==> src/rtl/ises_pkg.sv <==
// ----------------------------------------------------------------------------
// ises_pkg
// types, codes and sizes shared by the i2c event sequencer files
// ----------------------------------------------------------------------------
package ises_pkg;

    localparam int BUF_DEPTH = 32;
    localparam int IDX_W     = $clog2(BUF_DEPTH);
    localparam int CNT_W     = IDX_W + 1;
    localparam int BANK_W    = 2;
    localparam int RAM_DEPTH = 4 * BUF_DEPTH;

    typedef enum logic [2:0] {
        OP_STATUS  = 3'd0,
        OP_STAGE   = 3'd1,
        OP_START_W = 3'd2,
        OP_START_R = 3'd3,
        OP_POP     = 3'd4,
        OP_PRELOAD = 3'd5
    } opcode_t;

    typedef enum logic [2:0] {
        MODE_READY = 3'd0,
        MODE_MTX   = 3'd1,
        MODE_MRX   = 3'd2,
        MODE_STX   = 3'd3,
        MODE_SRX   = 3'd4
    } mode_t;

    localparam logic [2:0] ACT_NONE    = 3'd0;
    localparam logic [2:0] ACT_ACK     = 3'd1;
    localparam logic [2:0] ACT_NACK    = 3'd2;
    localparam logic [2:0] ACT_STOP    = 3'd3;
    localparam logic [2:0] ACT_RELEASE = 3'd4;
    localparam logic [2:0] ACT_HOLD    = 3'd5;
    localparam logic [2:0] ACT_START   = 3'd6;
    localparam logic [2:0] ACT_ADDR    = 3'd7;

    localparam logic [2:0] ERR_NONE     = 3'd0;
    localparam logic [2:0] ERR_ADDR_NAK = 3'd1;
    localparam logic [2:0] ERR_DATA_NAK = 3'd2;
    localparam logic [2:0] ERR_ARB_LOST = 3'd3;
    localparam logic [2:0] ERR_BUS      = 3'd4;

    localparam logic [7:0] ST_BUS_ERR  = 8'h00;
    localparam logic [7:0] ST_START    = 8'h08;
    localparam logic [7:0] ST_RSTART   = 8'h10;
    localparam logic [7:0] ST_MT_SLA_A = 8'h18;
    localparam logic [7:0] ST_MT_SLA_N = 8'h20;
    localparam logic [7:0] ST_MT_DAT_A = 8'h28;
    localparam logic [7:0] ST_MT_DAT_N = 8'h30;
    localparam logic [7:0] ST_ARB_LOST = 8'h38;
    localparam logic [7:0] ST_MR_SLA_A = 8'h40;
    localparam logic [7:0] ST_MR_SLA_N = 8'h48;
    localparam logic [7:0] ST_MR_DAT_A = 8'h50;
    localparam logic [7:0] ST_MR_DAT_N = 8'h58;
    localparam logic [7:0] ST_SR_SLA   = 8'h60;
    localparam logic [7:0] ST_SR_ARB   = 8'h68;
    localparam logic [7:0] ST_SR_GEN   = 8'h70;
    localparam logic [7:0] ST_SR_GARB  = 8'h78;
    localparam logic [7:0] ST_SR_DAT_A = 8'h80;
    localparam logic [7:0] ST_SR_DAT_N = 8'h88;
    localparam logic [7:0] ST_SR_GDT_A = 8'h90;
    localparam logic [7:0] ST_SR_GDT_N = 8'h98;
    localparam logic [7:0] ST_SR_STOP  = 8'hA0;
    localparam logic [7:0] ST_ST_SLA   = 8'hA8;
    localparam logic [7:0] ST_ST_ARB   = 8'hB0;
    localparam logic [7:0] ST_ST_DAT_A = 8'hB8;
    localparam logic [7:0] ST_ST_DAT_N = 8'hC0;
    localparam logic [7:0] ST_ST_LAST  = 8'hC8;

    localparam logic [1:0] BANK_REPLY = 2'd3;

endpackage

==> src/rtl/ises_req_if.sv <==
// ----------------------------------------------------------------------------
// ises_req_if
// input channel of the event sequencer: valid, ready and one item
// ----------------------------------------------------------------------------
interface ises_req_if;
    logic       valid;
    logic       ready;
    logic [2:0] opcode;
    logic [7:0] status_code;
    logic [7:0] bus_byte;
    logic [7:0] host_byte;
    logic [6:0] target_address;
    logic [5:0] read_count;
    logic       stop_after;

    modport source (output valid, opcode, status_code, bus_byte, host_byte,
                    target_address, read_count, stop_after, input ready);
    modport sink   (input valid, opcode, status_code, bus_byte, host_byte,
                    target_address, read_count, stop_after, output ready);
endinterface

==> src/rtl/ises_rsp_if.sv <==
// ----------------------------------------------------------------------------
// ises_rsp_if
// result channel of the event sequencer: valid, ready and one result
// ----------------------------------------------------------------------------
interface ises_rsp_if;
    logic       valid;
    logic       ready;
    logic [2:0] bus_action;
    logic [7:0] data_out;
    logic       data_valid;
    logic [2:0] error_code;
    logic [2:0] mode_now;
    logic       accepted;
    logic       frame_done;
    logic [5:0] frame_length;

    modport source (output valid, bus_action, data_out, data_valid, error_code,
                    mode_now, accepted, frame_done, frame_length, input ready);
    modport sink   (input valid, bus_action, data_out, data_valid, error_code,
                    mode_now, accepted, frame_done, frame_length, output ready);
endinterface

==> src/rtl/ises_ram.sv <==
// ----------------------------------------------------------------------------
// ises_ram
// generic single-port ram, registered read data held between reads
// ----------------------------------------------------------------------------
module ises_ram #(
    parameter int WIDTH = 8,
    parameter int DEPTH = 128
) (
    input  logic                     clk,
    input  logic                     we,
    input  logic                     re,
    input  logic [$clog2(DEPTH)-1:0] addr,
    input  logic [WIDTH-1:0]         wdata,
    output logic [WIDTH-1:0]         rdata
);

    logic [WIDTH-1:0] mem [DEPTH];
    logic [WIDTH-1:0] rdata_reg;

    always_ff @(posedge clk)
    begin
        if (we)
        begin
            mem[addr] <= wdata;
        end
        if (re)
        begin
            rdata_reg <= mem[addr];
        end
    end

    assign rdata = rdata_reg;

endmodule

==> src/rtl/i2c_master_slave_event_sequencer_unit.sv <==
// ----------------------------------------------------------------------------
// i2c_master_slave_event_sequencer_unit
// event sequencer of an i2c controller, master and slave, buffers in one ram
// ----------------------------------------------------------------------------
// Takes one transaction per cycle and returns its result through the stage
// and output registers: the item is decided in the accept cycle while its
// single ram access (read or write) is issued, and the result then leaves
// through the output register, so sustained throughput is one item per cycle
// as long as results are taken. The staging, master and receive buffers are
// three banks of one 128x8 ram whose roles rotate, so starting a write or
// ending a master read swaps banks instead of copying; the slave reply
// buffer is the fourth bank. No clearing pass is needed after reset.
module i2c_master_slave_event_sequencer_unit (
    input  logic         clk,
    input  logic         rst_n,
    ises_req_if.sink     req,
    ises_rsp_if.source   rsp
);

    localparam int AW = ises_pkg::BANK_W + ises_pkg::IDX_W;
    localparam int CW = ises_pkg::CNT_W;
    localparam logic [CW-1:0] DEPTH_C = CW'(ises_pkg::BUF_DEPTH);

    ises_pkg::mode_t mode_reg, mode_next;
    logic          stop_flag_reg, stop_flag_next;
    logic          restart_reg, restart_next;
    logic [2:0]    err_reg, err_next;
    logic [7:0]    addr_byte_reg, addr_byte_next;
    logic [CW-1:0] mi_reg, mi_next, ml_reg, ml_next, sl_reg, sl_next;
    logic [CW-1:0] ri_reg, ri_next, rl_reg, rl_next;
    logic [CW-1:0] vi_reg, vi_next, vl_reg, vl_next;
    logic [ises_pkg::BANK_W-1:0] stg_reg, stg_next, mst_reg, mst_next;
    logic [ises_pkg::BANK_W-1:0] rcv_reg, rcv_next;

    logic          s1_v_reg, s1_move, acc;
    logic [2:0]    s1_act_reg, act;
    logic [7:0]    s1_dat_reg, dat;
    logic          s1_dv_reg, dv;
    logic          s1_ram_reg, use_ram;
    logic          s1_acc_reg, hacc;
    logic          s1_done_reg, done;
    logic [5:0]    s1_len_reg, len;
    logic [2:0]    s1_err_reg;
    logic [2:0]    s1_mode_reg;

    logic          o_v_reg;
    logic [2:0]    o_act_reg, o_err_reg, o_mode_reg;
    logic [7:0]    o_dat_reg;
    logic          o_dv_reg, o_acc_reg, o_done_reg;
    logic [5:0]    o_len_reg;

    logic          ram_we, ram_re;
    logic [AW-1:0] ram_addr;
    logic [7:0]    ram_wdata, ram_rdata;
    logic          end_ok, finish;
    logic [7:0]    st;
    logic [5:0]    cnt;

    assign s1_move   = s1_v_reg && (!o_v_reg || rsp.ready);
    assign req.ready = !s1_v_reg || s1_move;
    assign acc       = req.valid && req.ready;
    assign st        = req.status_code & 8'hF8;
    assign cnt       = req.read_count;

    always_comb
    begin
        mode_next      = mode_reg;
        stop_flag_next = stop_flag_reg;
        restart_next   = restart_reg;
        err_next       = err_reg;
        addr_byte_next = addr_byte_reg;
        mi_next = mi_reg; ml_next = ml_reg; sl_next = sl_reg;
        ri_next = ri_reg; rl_next = rl_reg;
        vi_next = vi_reg; vl_next = vl_reg;
        stg_next = stg_reg; mst_next = mst_reg; rcv_next = rcv_reg;
        ram_we = 1'b0; ram_re = 1'b0; ram_addr = '0; ram_wdata = 8'h00;
        act = ises_pkg::ACT_NONE; dat = 8'h00; dv = 1'b0; use_ram = 1'b0;
        hacc = 1'b0; done = 1'b0; len = 6'd0;
        end_ok = 1'b0; finish = 1'b0;
        if (acc)
        begin
            unique case (ises_pkg::opcode_t'(req.opcode))
                ises_pkg::OP_STATUS:
                begin
                    unique case (st)
                        ises_pkg::ST_START, ises_pkg::ST_RSTART:
                        begin
                            dat = addr_byte_reg; dv = 1'b1; act = ises_pkg::ACT_ACK;
                        end
                        ises_pkg::ST_MT_SLA_A, ises_pkg::ST_MT_DAT_A:
                        begin
                            if (mi_reg < ml_reg && mi_reg < DEPTH_C)
                            begin
                                ram_re = 1'b1; ram_addr = {mst_reg, mi_reg[ises_pkg::IDX_W-1:0]};
                                use_ram = 1'b1; dv = 1'b1;
                                mi_next = mi_reg + 1'b1; act = ises_pkg::ACT_ACK;
                            end
                            else
                            begin
                                end_ok = 1'b1;
                            end
                        end
                        ises_pkg::ST_MT_SLA_N, ises_pkg::ST_MR_SLA_N:
                        begin
                            err_next = ises_pkg::ERR_ADDR_NAK; act = ises_pkg::ACT_STOP;
                            finish = 1'b1;
                        end
                        ises_pkg::ST_MT_DAT_N:
                        begin
                            err_next = ises_pkg::ERR_DATA_NAK; act = ises_pkg::ACT_STOP;
                            finish = 1'b1;
                        end
                        ises_pkg::ST_ARB_LOST:
                        begin
                            err_next = ises_pkg::ERR_ARB_LOST; act = ises_pkg::ACT_RELEASE;
                            finish = 1'b1;
                        end
                        ises_pkg::ST_MR_DAT_A, ises_pkg::ST_MR_DAT_N:
                        begin
                            if (mi_reg < DEPTH_C)
                            begin
                                ram_we = 1'b1; ram_addr = {mst_reg, mi_reg[ises_pkg::IDX_W-1:0]};
                                ram_wdata = req.bus_byte; mi_next = mi_reg + 1'b1;
                            end
                            if (st == ises_pkg::ST_MR_DAT_N)
                            begin
                                end_ok = 1'b1;
                            end
                            else
                            begin
                                act = (mi_next < ml_reg) ? ises_pkg::ACT_ACK : ises_pkg::ACT_NACK;
                            end
                        end
                        ises_pkg::ST_MR_SLA_A:
                        begin
                            act = (mi_reg < ml_reg) ? ises_pkg::ACT_ACK : ises_pkg::ACT_NACK;
                        end
                        ises_pkg::ST_SR_SLA, ises_pkg::ST_SR_ARB,
                        ises_pkg::ST_SR_GEN, ises_pkg::ST_SR_GARB:
                        begin
                            mode_next = ises_pkg::MODE_SRX; rl_next = '0; ri_next = '0;
                            act = ises_pkg::ACT_ACK;
                        end
                        ises_pkg::ST_SR_DAT_A, ises_pkg::ST_SR_GDT_A:
                        begin
                            if (rl_reg < DEPTH_C)
                            begin
                                ram_we = 1'b1; ram_addr = {rcv_reg, rl_reg[ises_pkg::IDX_W-1:0]};
                                ram_wdata = req.bus_byte; rl_next = rl_reg + 1'b1;
                                act = ises_pkg::ACT_ACK;
                            end
                            else
                            begin
                                act = ises_pkg::ACT_NACK;
                            end
                        end
                        ises_pkg::ST_SR_DAT_N, ises_pkg::ST_SR_GDT_N:
                        begin
                            act = ises_pkg::ACT_NACK;
                        end
                        ises_pkg::ST_SR_STOP:
                        begin
                            act = ises_pkg::ACT_RELEASE; mode_next = ises_pkg::MODE_READY;
                            ri_next = '0; done = 1'b1; len = 6'(rl_reg);
                        end
                        ises_pkg::ST_ST_SLA, ises_pkg::ST_ST_ARB:
                        begin
                            mode_next = ises_pkg::MODE_STX;
                            ram_addr = {ises_pkg::BANK_REPLY, {ises_pkg::IDX_W{1'b0}}};
                            dv = 1'b1; vi_next = CW'(1);
                            if (vl_reg == '0)
                            begin
                                ram_we = 1'b1; ram_wdata = 8'h00; vl_next = CW'(1);
                            end
                            else
                            begin
                                ram_re = 1'b1; use_ram = 1'b1;
                            end
                            act = (vi_next < vl_next) ? ises_pkg::ACT_ACK : ises_pkg::ACT_NACK;
                        end
                        ises_pkg::ST_ST_DAT_A:
                        begin
                            dv = 1'b1;
                            if (vi_reg < vl_reg && vi_reg < DEPTH_C)
                            begin
                                ram_re = 1'b1; use_ram = 1'b1;
                                ram_addr = {ises_pkg::BANK_REPLY, vi_reg[ises_pkg::IDX_W-1:0]};
                                vi_next = vi_reg + 1'b1;
                            end
                            act = (vi_next < vl_reg) ? ises_pkg::ACT_ACK : ises_pkg::ACT_NACK;
                        end
                        ises_pkg::ST_ST_DAT_N, ises_pkg::ST_ST_LAST:
                        begin
                            act = ises_pkg::ACT_ACK; mode_next = ises_pkg::MODE_READY;
                            vl_next = '0; vi_next = '0;
                        end
                        ises_pkg::ST_BUS_ERR:
                        begin
                            err_next = ises_pkg::ERR_BUS; act = ises_pkg::ACT_STOP;
                            finish = 1'b1;
                        end
                        default:
                        begin
                        end
                    endcase
                end
                ises_pkg::OP_STAGE:
                begin
                    if (sl_reg < DEPTH_C)
                    begin
                        ram_we = 1'b1; ram_addr = {stg_reg, sl_reg[ises_pkg::IDX_W-1:0]};
                        ram_wdata = req.host_byte; sl_next = sl_reg + 1'b1; hacc = 1'b1;
                    end
                end
                ises_pkg::OP_START_W, ises_pkg::OP_START_R:
                begin
                    if (mode_reg == ises_pkg::MODE_READY &&
                        (req.opcode == ises_pkg::OP_START_W || cnt != 6'd0))
                    begin
                        if (req.opcode == ises_pkg::OP_START_W)
                        begin
                            stg_next = mst_reg; mst_next = stg_reg;
                            ml_next = sl_reg; sl_next = '0;
                            mode_next = ises_pkg::MODE_MTX;
                            addr_byte_next = {req.target_address, 1'b0};
                        end
                        else
                        begin
                            ml_next = (32'(cnt) > ises_pkg::BUF_DEPTH) ?
                                      CW'(ises_pkg::BUF_DEPTH - 1) : CW'(32'(cnt) - 1);
                            mode_next = ises_pkg::MODE_MRX;
                            addr_byte_next = {req.target_address, 1'b1};
                        end
                        stop_flag_next = req.stop_after;
                        err_next = ises_pkg::ERR_NONE;
                        mi_next = '0;
                        hacc = 1'b1;
                        if (restart_reg)
                        begin
                            restart_next = 1'b0; act = ises_pkg::ACT_ADDR;
                            dat = addr_byte_next; dv = 1'b1;
                        end
                        else
                        begin
                            act = ises_pkg::ACT_START;
                        end
                    end
                end
                ises_pkg::OP_POP:
                begin
                    if (ri_reg < rl_reg && ri_reg < DEPTH_C)
                    begin
                        ram_re = 1'b1; ram_addr = {rcv_reg, ri_reg[ises_pkg::IDX_W-1:0]};
                        use_ram = 1'b1; dv = 1'b1; ri_next = ri_reg + 1'b1; hacc = 1'b1;
                    end
                end
                ises_pkg::OP_PRELOAD:
                begin
                    if (vl_reg < DEPTH_C)
                    begin
                        ram_we = 1'b1;
                        ram_addr = {ises_pkg::BANK_REPLY, vl_reg[ises_pkg::IDX_W-1:0]};
                        ram_wdata = req.host_byte; vl_next = vl_reg + 1'b1; hacc = 1'b1;
                    end
                end
                default:
                begin
                end
            endcase
        end
        if (end_ok)
        begin
            finish = 1'b1;
            if (stop_flag_reg)
            begin
                act = ises_pkg::ACT_STOP;
            end
            else
            begin
                restart_next = 1'b1; act = ises_pkg::ACT_HOLD;
            end
        end
        if (finish)
        begin
            if (mode_reg == ises_pkg::MODE_MRX)
            begin
                rcv_next = mst_reg; mst_next = rcv_reg;
                rl_next = mi_next; ri_next = '0;
                done = 1'b1; len = 6'(mi_next);
            end
            else if (mode_reg == ises_pkg::MODE_MTX)
            begin
                done = 1'b1;
            end
            mode_next = ises_pkg::MODE_READY;
        end
    end

    ises_ram #(.WIDTH(8), .DEPTH(ises_pkg::RAM_DEPTH)) u_ram (
        .clk   (clk),
        .we    (ram_we),
        .re    (ram_re),
        .addr  (ram_addr),
        .wdata (ram_wdata),
        .rdata (ram_rdata)
    );

    always_ff @(posedge clk or negedge rst_n)
    begin
        if (!rst_n)
        begin
            mode_reg <= ises_pkg::MODE_READY;
            stop_flag_reg <= 1'b1; restart_reg <= 1'b0;
            err_reg <= ises_pkg::ERR_NONE; addr_byte_reg <= 8'h00;
            mi_reg <= '0; ml_reg <= '0; sl_reg <= '0;
            ri_reg <= '0; rl_reg <= '0; vi_reg <= '0; vl_reg <= '0;
            stg_reg <= 2'd0; mst_reg <= 2'd1; rcv_reg <= 2'd2;
            s1_v_reg <= 1'b0; o_v_reg <= 1'b0;
        end
        else
        begin
            mode_reg <= mode_next;
            stop_flag_reg <= stop_flag_next; restart_reg <= restart_next;
            err_reg <= err_next; addr_byte_reg <= addr_byte_next;
            mi_reg <= mi_next; ml_reg <= ml_next; sl_reg <= sl_next;
            ri_reg <= ri_next; rl_reg <= rl_next; vi_reg <= vi_next; vl_reg <= vl_next;
            stg_reg <= stg_next; mst_reg <= mst_next; rcv_reg <= rcv_next;
            if (req.ready)
            begin
                s1_v_reg <= acc;
            end
            if (s1_move)
            begin
                o_v_reg <= 1'b1;
            end
            else if (rsp.ready)
            begin
                o_v_reg <= 1'b0;
            end
        end
    end

    always_ff @(posedge clk)
    begin
        if (acc)
        begin
            s1_act_reg <= act; s1_dat_reg <= dat; s1_dv_reg <= dv;
            s1_ram_reg <= use_ram; s1_acc_reg <= hacc; s1_done_reg <= done;
            s1_len_reg <= len; s1_err_reg <= err_next; s1_mode_reg <= mode_next;
        end
        if (s1_move)
        begin
            o_act_reg <= s1_act_reg;
            o_dat_reg <= s1_ram_reg ? ram_rdata : s1_dat_reg;
            o_dv_reg <= s1_dv_reg; o_acc_reg <= s1_acc_reg; o_done_reg <= s1_done_reg;
            o_len_reg <= s1_len_reg; o_err_reg <= s1_err_reg; o_mode_reg <= s1_mode_reg;
        end
    end

    assign rsp.valid        = o_v_reg;
    assign rsp.bus_action   = o_act_reg;
    assign rsp.data_out     = o_dat_reg;
    assign rsp.data_valid   = o_dv_reg;
    assign rsp.error_code   = o_err_reg;
    assign rsp.mode_now     = o_mode_reg;
    assign rsp.accepted     = o_acc_reg;
    assign rsp.frame_done   = o_done_reg;
    assign rsp.frame_length = o_len_reg;

    // buffer banks never alias
    assert property (@(posedge clk) disable iff (!rst_n)
        stg_reg != mst_reg && mst_reg != rcv_reg && stg_reg != rcv_reg &&
        stg_reg != ises_pkg::BANK_REPLY && mst_reg != ises_pkg::BANK_REPLY &&
        rcv_reg != ises_pkg::BANK_REPLY)
        else $error("buffer bank roles overlap");

    assert property (@(posedge clk) disable iff (!rst_n)
        ri_reg <= rl_reg && vi_reg <= vl_reg)
        else $error("read index beyond length");

    assert property (@(posedge clk) disable iff (!rst_n)
        mi_reg <= DEPTH_C && rl_reg <= DEPTH_C && sl_reg <= DEPTH_C && vl_reg <= DEPTH_C)
        else $error("buffer count beyond depth");

    // a stalled staged transaction keeps the ram read data untouched
    assert property (@(posedge clk) disable iff (!rst_n)
        s1_v_reg && !s1_move |=> s1_v_reg && $stable(ram_rdata))
        else $error("staged read data lost while stalled");

endmodule

==> src/flat_wrapper.sv <==
// flat-port wrapper written by rule: the top's interface ports become plain ports
module i2c_master_slave_event_sequencer_unit_flat 
  (clk, rst_n, req_valid, req_opcode, req_status_code, req_bus_byte, req_host_byte, req_target_address, req_read_count, req_stop_after, req_ready, rsp_valid, rsp_bus_action, rsp_data_out, rsp_data_valid, rsp_error_code, rsp_mode_now, rsp_accepted, rsp_frame_done, rsp_frame_length, rsp_ready);
  ises_req_if req_i ();
  ises_rsp_if rsp_i ();
  input  logic clk;
  input  logic rst_n;
  input wire logic [$bits(req_i.valid)-1:0] req_valid;
  input wire logic [$bits(req_i.opcode)-1:0] req_opcode;
  input wire logic [$bits(req_i.status_code)-1:0] req_status_code;
  input wire logic [$bits(req_i.bus_byte)-1:0] req_bus_byte;
  input wire logic [$bits(req_i.host_byte)-1:0] req_host_byte;
  input wire logic [$bits(req_i.target_address)-1:0] req_target_address;
  input wire logic [$bits(req_i.read_count)-1:0] req_read_count;
  input wire logic [$bits(req_i.stop_after)-1:0] req_stop_after;
  output wire logic [$bits(req_i.ready)-1:0] req_ready;
  output wire logic [$bits(rsp_i.valid)-1:0] rsp_valid;
  output wire logic [$bits(rsp_i.bus_action)-1:0] rsp_bus_action;
  output wire logic [$bits(rsp_i.data_out)-1:0] rsp_data_out;
  output wire logic [$bits(rsp_i.data_valid)-1:0] rsp_data_valid;
  output wire logic [$bits(rsp_i.error_code)-1:0] rsp_error_code;
  output wire logic [$bits(rsp_i.mode_now)-1:0] rsp_mode_now;
  output wire logic [$bits(rsp_i.accepted)-1:0] rsp_accepted;
  output wire logic [$bits(rsp_i.frame_done)-1:0] rsp_frame_done;
  output wire logic [$bits(rsp_i.frame_length)-1:0] rsp_frame_length;
  input wire logic [$bits(rsp_i.ready)-1:0] rsp_ready;
  assign req_i.valid = req_valid;
  assign req_i.opcode = req_opcode;
  assign req_i.status_code = req_status_code;
  assign req_i.bus_byte = req_bus_byte;
  assign req_i.host_byte = req_host_byte;
  assign req_i.target_address = req_target_address;
  assign req_i.read_count = req_read_count;
  assign req_i.stop_after = req_stop_after;
  assign req_ready = req_i.ready;
  assign rsp_valid = rsp_i.valid;
  assign rsp_bus_action = rsp_i.bus_action;
  assign rsp_data_out = rsp_i.data_out;
  assign rsp_data_valid = rsp_i.data_valid;
  assign rsp_error_code = rsp_i.error_code;
  assign rsp_mode_now = rsp_i.mode_now;
  assign rsp_accepted = rsp_i.accepted;
  assign rsp_frame_done = rsp_i.frame_done;
  assign rsp_frame_length = rsp_i.frame_length;
  assign rsp_i.ready = rsp_ready;
  i2c_master_slave_event_sequencer_unit u_core (.clk(clk), .rst_n(rst_n), .req(req_i), .rsp(rsp_i));
endmodule
==> config.mk <==
export PLATFORM = sky130hd
export DESIGN_NAME = i2c_master_slave_event_sequencer_unit_flat
export DESIGN_NICKNAME = d
export VERILOG_FILES = /design/src/rtl/ises_pkg.sv /design/src/rtl/ises_req_if.sv /design/src/rtl/ises_rsp_if.sv /design/src/rtl/ises_ram.sv /design/src/rtl/i2c_master_slave_event_sequencer_unit.sv /design/src/flat_wrapper.sv
export SDC_FILE = /design/constraint.sdc
export NUM_CORES = 1
export LEC_CHECK = 0
export ABC_AREA = 1
export BUFFER_PORTS_ARGS = -buffer_cell sky130_fd_sc_hd__buf_2
export CAP_MARGIN = 20
export CORE_MARGIN = 2
export CORE_UTILIZATION = 55
export DETAILED_ROUTE_END_ITERATION = 6
export HOLD_SLACK_MARGIN = 0.12
export PLACE_DENSITY = 0.78
export SYNTH_ARGS = -nofsm -noshare
export SYNTH_HDL_FRONTEND = slang
export SYNTH_HIERARCHICAL = 1
export SYNTH_SLANG_ARGS = --single-unit
==> constraint.sdc <==
create_clock -name clk -period 6.5 [get_ports clk]
set_input_delay 0.65 -clock clk [delete_from_list [all_inputs] [get_ports clk]]
set_output_delay 0.65 -clock clk [all_outputs]
set_load 0.1 [all_outputs]
==> key figures, run 1 <==
Outcome
  • Outcome: finished, violations left
  • Failing checks: DRC

STA
  • Tcrit/Tclk final: 85.8%
  • Final hold vios: 0
  • RSZ-0062 raised after global routing: false
  • Tmin final: 5.58 ns
  • Max transition margin: 17.3%
  • Worst slew pin tran: 1.24 ns
  • Fmax: 179 MHz
  • Setup TNS: 0 ns
  • Final setup violation count: 0
  • Final Skew: 0.0327 ns
  • Slew Viols, Final: 0

Run
  • Max Cap Viol: 0

Finish
  • NumNets Final: 5,408
  • Most flop-heavy register: u_core/u_ram/mem
  • Finished Cell Area: 56,600 um2
  • Layout area overhead: 10.7%
  • Share of layout cells above drive strength 1: between 6 and 7%
  • Reg area: between 30,000 and 40,000 um2
  • Antenna fix cells: 0
  • Multi-input gate area in the final layout: 15,200 um2
  • Layout fillers: 7,167
  • Max FFs per register: 1,024

Detailed routing
  • WL final: 129,000 um
  • Metal3 WL: 13,000 um
  • WL per Instance: 19.3 um
  • Via/cell ratio: 5.52
  • Routed wl met2: 60,500 um
  • Via count: between 30,000 and 40,000
  • Initial drt markers: roughly 4,400
  • DRT Pass-1 Iters: 7
  • Top Metal Used: met4
  • DRC Markers: 11
  • M1 WL: 50,200 um
  • Post-DRT Antenna Nets: 0

GRT
  • First-pass GRT wire length: 197,000 um
  • Vias in the first global route: 35,014
  • Initial antenna violation count: 0
  • GRT Overall Usage: a little over a quarter
  • Largest net degree at the start of global routing: 206
  • GRT overflow: 0

Clock network
  • Worst-path clk slew: 0.07 ns
  • H-tree depth: 3
  • Post-CTS sizing: 0
  • Post-CTS Hold Fix Bufs: 0
  • Clk root buf: clkbuf_16
  • Total CTS buffers: 111
  • Clock sink count: 1,151
  • Clock tree buffer depth: 3
  • CTS tree: built
  • # Post-CTS Setup Buffers: 0
  • Later-pin clock latency in the skew report: 0.71 ns

Die
  • Die height: 309 um
  • Io pins: 73
  • Die width: between 300 and 400 um
  • Die area: 95,400 um2
  • Core Box Area: around 92,000 um2
  • Initial Utilization: 55.6%
  • FP Rows: 111

Worst setup path
  • R2R Setup Slk: 0.92 ns
  • Crit-path max FO: 18
  • CP Capture Type: flop
  • CP startpoint kind: flop
  • CP arrival: 5.90 ns
  • Critical path type: flop to flop
  • Critical path data required time: 6.83 ns

Synth
  • Yosys top cell area share: 63.7%
  • Synth Instances: 5,308
  • Synth area leader: edfxtp_1
  • Synth Flop Type: edfxtp_1
  • Syn. warnings: 6
  • Top cells by area, synth: edfxtp_1, nand2_1, dfrtp_1
  • Async S/R FF share, synth: 5.73%
  • Number of synthesized register bits: 1,151
  • Sequential area share after synthesis: between 60% and 70%
  • Count leader, synth: nand2_1
  • Most common library cells after synthesis: nand2_1, edfxtp_1, nor2_1, inv_1, clkbuf_1
  • Cell variety after synth: 48
  • Mapped cell area: 51,100 um2
  • Post-synth EDFFs: between 1,000 and 1,500
  • Avg Inst Size Synth: 9.63 um2
  • Net Count, Synth: 5,392

Placed design
  • Placer congestion estimate: 0.959
  • DP HPWL: 76,200 um
  • Area after DPL: 52,800 um2
  • IO Port Bufs: 69

Power
  • Worst vdd ir: 0.256 mV
  • P_leak: 0.0238 uW
  • Pwr/cell area: 298 nW/um2

Worst hold path
  • Hold/Removal Path Class: primary input to async pin
power breakdown:
part	total [uW]	internal [uW]	switching (uW)	leakage [uW]
Sequential	8350	8230	116	0.0109
Clock	6670	3870	2800	0.00182
Combinational	1860	485	1380	0.0111
Total	16900	12600	4290	0.0238
routing by layer:
layer	vias to the layer above	GRT usage [%]
li1	17233	-
met1	17252	36.9
met2	1961	43.6
met3	343	4.36
met4	0	10.2
met5	-	0
cells in the final DEF (no fill, tap or decap), drive strengths merged:
cell type,netlist,final
clkinv,5,42
nand3,98,98
o211ai,6,6
a32oi,13,13
o32ai,1,1
nand4,11,11
clkbuf,102,137
o22ai,11,11
o21a,7,7
a21o,1,1
nand3b,2,2
or2,15,15
a32o,1,1
nor3,16,16
o21ai,85,85
a41oi,1,1
o221ai,2,2
o31ai,5,5
dfrtp,63,63
edfxtp,1085,1085
and3,1,1
ha,39,39
nand2,2986,2986
xnor2,2,2
mux2,8,8
xor2,6,6
dfstp,3,3
clkinvlp,0,11
bufinv,0,17
nor2,362,362
a21boi,1,1
inv,186,190
a21oi,50,50
a31oi,3,3
buf,131,136
logic make-up (layout without fill, tap and decap cells):
group	count (synthesis)	after routing	synth area share [%]
compound gates	187	187	2.13
fa+ha+maj	39	39	0.954
buf+inv	424	533	3.44
mux	8	8	0.176
xor+xnor	8	8	0.137
simple gates	3491	3491	26.2
flops	1151	1151	67.0
worst max-delay path, cell delays in order, from the launching register on:
cell,delay [ns]
dfrtp_1,0.70
ha_1,0.34
nand2_1,0.09
inv_1,0.04
a21oi_1,0.34
nand3_1,0.25
nor2_1,0.41
o21ai_0,0.19
nand2_1,0.11
nand2_1,0.06
a21oi_1,0.33
nand2_1,0.37
inv_1,0.81
nand2_1,0.40
nor2_1,0.74
through the flow:
step | cells | utilization, % | power [uW] | setup WS, ns | hold WS (ns)
final | 6660 | 61.6 | 16900 | 0.921 | 0.160
after global routing | 6660 | 61.6 | 17400 | 0.795 | 0.150
after CTS | 6658 | 61.5 | 16900 | 1.19 | 0.130
after detailed placement | 6452 | 57.4 | 10300 | 1.22 | 0.405
after global placement | 6452 | 57.4 | 10300 | 1.38 | 0.401
after floorplan | 5308 | - | 9760 | 0.700 | 0.354
worst paths after layout:
path | start | endpoint | cells after the start
worst min register to register | u_core/s1_err_reg[2] | u_core/rsp.error_code[2] | 0
worst min-delay path | rst_n | u_core/rl_reg[2] | 2
worst max register to register | u_core/mi_reg[5] | u_core/u_ram/mem[62][5] | 14
max in group asynchronous | rst_n | u_core/rsp.valid | 2
min in group clk | req_stop_after | u_core/stop_flag_reg | 3
worst max-delay path | u_core/mi_reg[5] | u_core/u_ram/mem[62][5] | 14
cell type report:
cell class,count,area share (%)
Multi-Input combinational cell,3733,26.9
Clock buffer,137,5.13
Tap cell,1243,2.75
Sequential cell,1151,60.5
Clock inverter,69,1.56
Inverter,191,1.29
Timing Repair Buffer,136,1.85
Note: power is estimated with default switching activity, not from simulation.
==> run 2: changes to the inputs <==
--- a/config.mk
+++ b/config.mk
@@ -10,6 +10,7 @@
 export CAP_MARGIN = 20
 export CORE_MARGIN = 2
 export CORE_UTILIZATION = 55
+export CTS_BUF_LIST = sky130_fd_sc_hd__clkbuf_16
 export DETAILED_ROUTE_END_ITERATION = 6
 export HOLD_SLACK_MARGIN = 0.12
 export PLACE_DENSITY = 0.78
==> run 2 against run 1 <==
- fmax increased by 0.76%
- cell count stayed put
- non-clock buffer count unchanged
- design area about the same
- core utilization hardly changed
- critical path type unchanged
- power decreased by 0.34%
- clock skew is 0.0056 ns higher
- first-iteration DRC count up 7.5%
- register-to-register slack gained 0.04 ns
- the flow still finishes with violations (DRC)
- die area stayed put
- sequential share of layout area about the same
==> key figures, run 2 (synthesized netlist as in run 1, its figures left out) <==
GRT
  • First-pass GRT wire length: 197,000 um
  • Initial antenna violation count: 0
  • GRT Overall Usage: 26.9%
  • Vias in the first global route: between 30,000 and 40,000
  • GRT overflow: 0
  • Largest net degree at the start of global routing: roughly 200

Clock network
  • Clk root buf: clkbuf_16
  • Worst-path clk slew: about 0.070 ns
  • CTS tree: built
  • Total CTS buffers: 111
  • Later-pin clock latency in the skew report: 0.71 ns
  • Post-CTS Hold Fix Bufs: 0
  • Clock sink count: 1,151
  • # Post-CTS Setup Buffers: 0
  • Post-CTS sizing: 0
  • Clock tree buffer depth: 3
  • H-tree depth: 3

Run
  • Max Cap Viol: 0

Worst setup path
  • Worst-path cell chain: ha_1 > nand2_1 > inv_1 > a21oi_1 > nand3_1 > nor2_1 > o21ai_0 > nand2_1 > nand2_1 > a21oi_1 > nand2_1 > inv_1 > nand2_1 > nor2_1
  • Top cell by count, worst path: nand2_1
  • Critical path type: flop to flop
  • CP Capture Type: flop
  • Crit-path max FO: 18
  • Critical path data required time: 6.83 ns
  • CP arrival: 5.86 ns
  • CP startpoint kind: flop
  • CP max stage delay: approximately 0.77 ns
  • CP max-delay cell: inv_1

STA
  • RSZ-0062 raised after global routing: false
  • Final setup margin: 0.963 ns
  • Worst slew pin tran: 1.26 ns
  • Max transition margin: 15.7%
  • Slew Viols, Final: 0
  • Final Skew: ~0.038 ns
  • Final hold vios: 0
  • Tcrit/Tclk final: 85.2%
  • Fmax: between 150 and 200 MHz
  • Final setup violation count: 0
  • Tmin final: 5.54 ns
  • Setup TNS: 0 ns

Power
  • Worst vdd ir: 0.259 mV
  • P_leak: roughly 0.024 uW
  • Pwr/cell area: 297 nW/um2

Placed design
  • Placement Setup Slack: 1.22 ns
  • DP HPWL: 76,200 um
  • IO Port Bufs: 69
  • Placer congestion estimate: 0.959

Finish
  • Most frequent cells in the layout: nand2_1, edfxtp_1, nor2_1
  • NumNets Final: 5,408
  • Most common cell after layout, fill and taps aside: nand2_1
  • Most flop-heavy register: u_core/u_ram/mem
  • Max FFs per register: 1,024
  • Antenna fix cells: 0
  • Share of layout cells above drive strength 1: 6.89%
  • Layout area overhead: 10.6%

Outcome
  • Outcome: finished, violations left
  • Failing checks: DRC

Detailed routing
  • DRT Pass-1 Iters: 7
  • WL per Instance: 19.4 um
  • Via count: 36,855
  • Post-DRT Antenna Nets: 0
  • DRC Markers: 1
  • WL final: 129,000 um
  • Initial drt markers: 4,680
  • Via/cell ratio: 5.53

Die
  • Initial Utilization: 55.6%
  • FP Rows: 111
  • Die height: 309 um
  • Die area: 95,400 um2
  • Die width: 309 um
  • Io pins: 73
  • Core Box Area: about 92,000 um2

Worst hold path
  • Hold/Removal Path Class: primary input to async pin
-- run 2: cell types whose count changed in the layout (fill, tap and decap cells not counted), sizes merged --
cell	before	now
clkinv	42	45
inv	190	213
clkbuf	137	111
-- run 2: stage by stage --
stage	hold slack, ns	utilization [%]	area [um2]	instances	total power, uW
after global placement	0.401	57.4	52800	6452	10300
after detailed placement	0.405	57.4	52800	6452	10300
after global routing	0.150	61.5	56600	6660	17300
final	0.156	61.5	56600	6660	16800
after floorplan	0.354	-	51100	5308	9760
after CTS	0.130	61.5	56500	6658	16800
-- run 2: layout make-up --
class / count / area (um2)
clock buffers: 111 / 2780
clock inverters: 95 / 981
fillers: 7176 / 35400
inverters: 191 / 732
multi-input cells: 3733 / 15200
flip-flops and latches: 1151 / 34200
well taps: 1243 / 1560
repair buffers: 136 / 1050
-- run 2: power by group --
part	switching, uW	internal [uW]	leakage, uW	total [uW]
Clock	2810	3800	0.00190	6610
Sequential	118	8230	0.0109	8350
Combinational	1380	485	0.0111	1860
-- run 2: worst max-delay path: cells and delay by family, from the launching register on --
| family | cells | cell delay (ns) |
|---|---|---|
| buffers and inverters | 2 | 0.81 |
| AND/OR/NAND/NOR | 8 | 2.41 |
| AO/OA/AOI/OAI | 3 | 0.88 |
| adder cells (fa/ha/maj) | 1 | 0.34 |
| flip-flops | 1 | 0.71 |
-- run 2: metal layers --
metal	vias up	share of wire, %	wire (um)	track usage, %
li1	17230	-	-	-
met1	17319	39	49900	36.8
met2	1990	47	60700	43.6
met3	316	10	13400	4.42
met4	0	3.7	4810	10.2
met5	-	0	0	0
-- run 2: final timing paths --
path | slack [ns] | depth (start not counted) | end | startpoint
worst max-delay path | 0.96 | 14 | u_core/u_ram/mem[62][5] | u_core/mi_reg[5]
worst min-delay path | 0.16 | 2 | u_core/rl_reg[2] | rst_n
worst max register to register | 0.96 | 14 | u_core/u_ram/mem[62][5] | u_core/mi_reg[5]
worst min register to register | 0.42 | 0 | u_core/rsp.mode_now[2] | u_core/s1_mode_reg[2]
max in group asynchronous | 5.73 | 2 | u_core/ri_reg[0] | rst_n
min in group clk | 0.16 | 3 | u_core/stop_flag_reg | req_stop_after
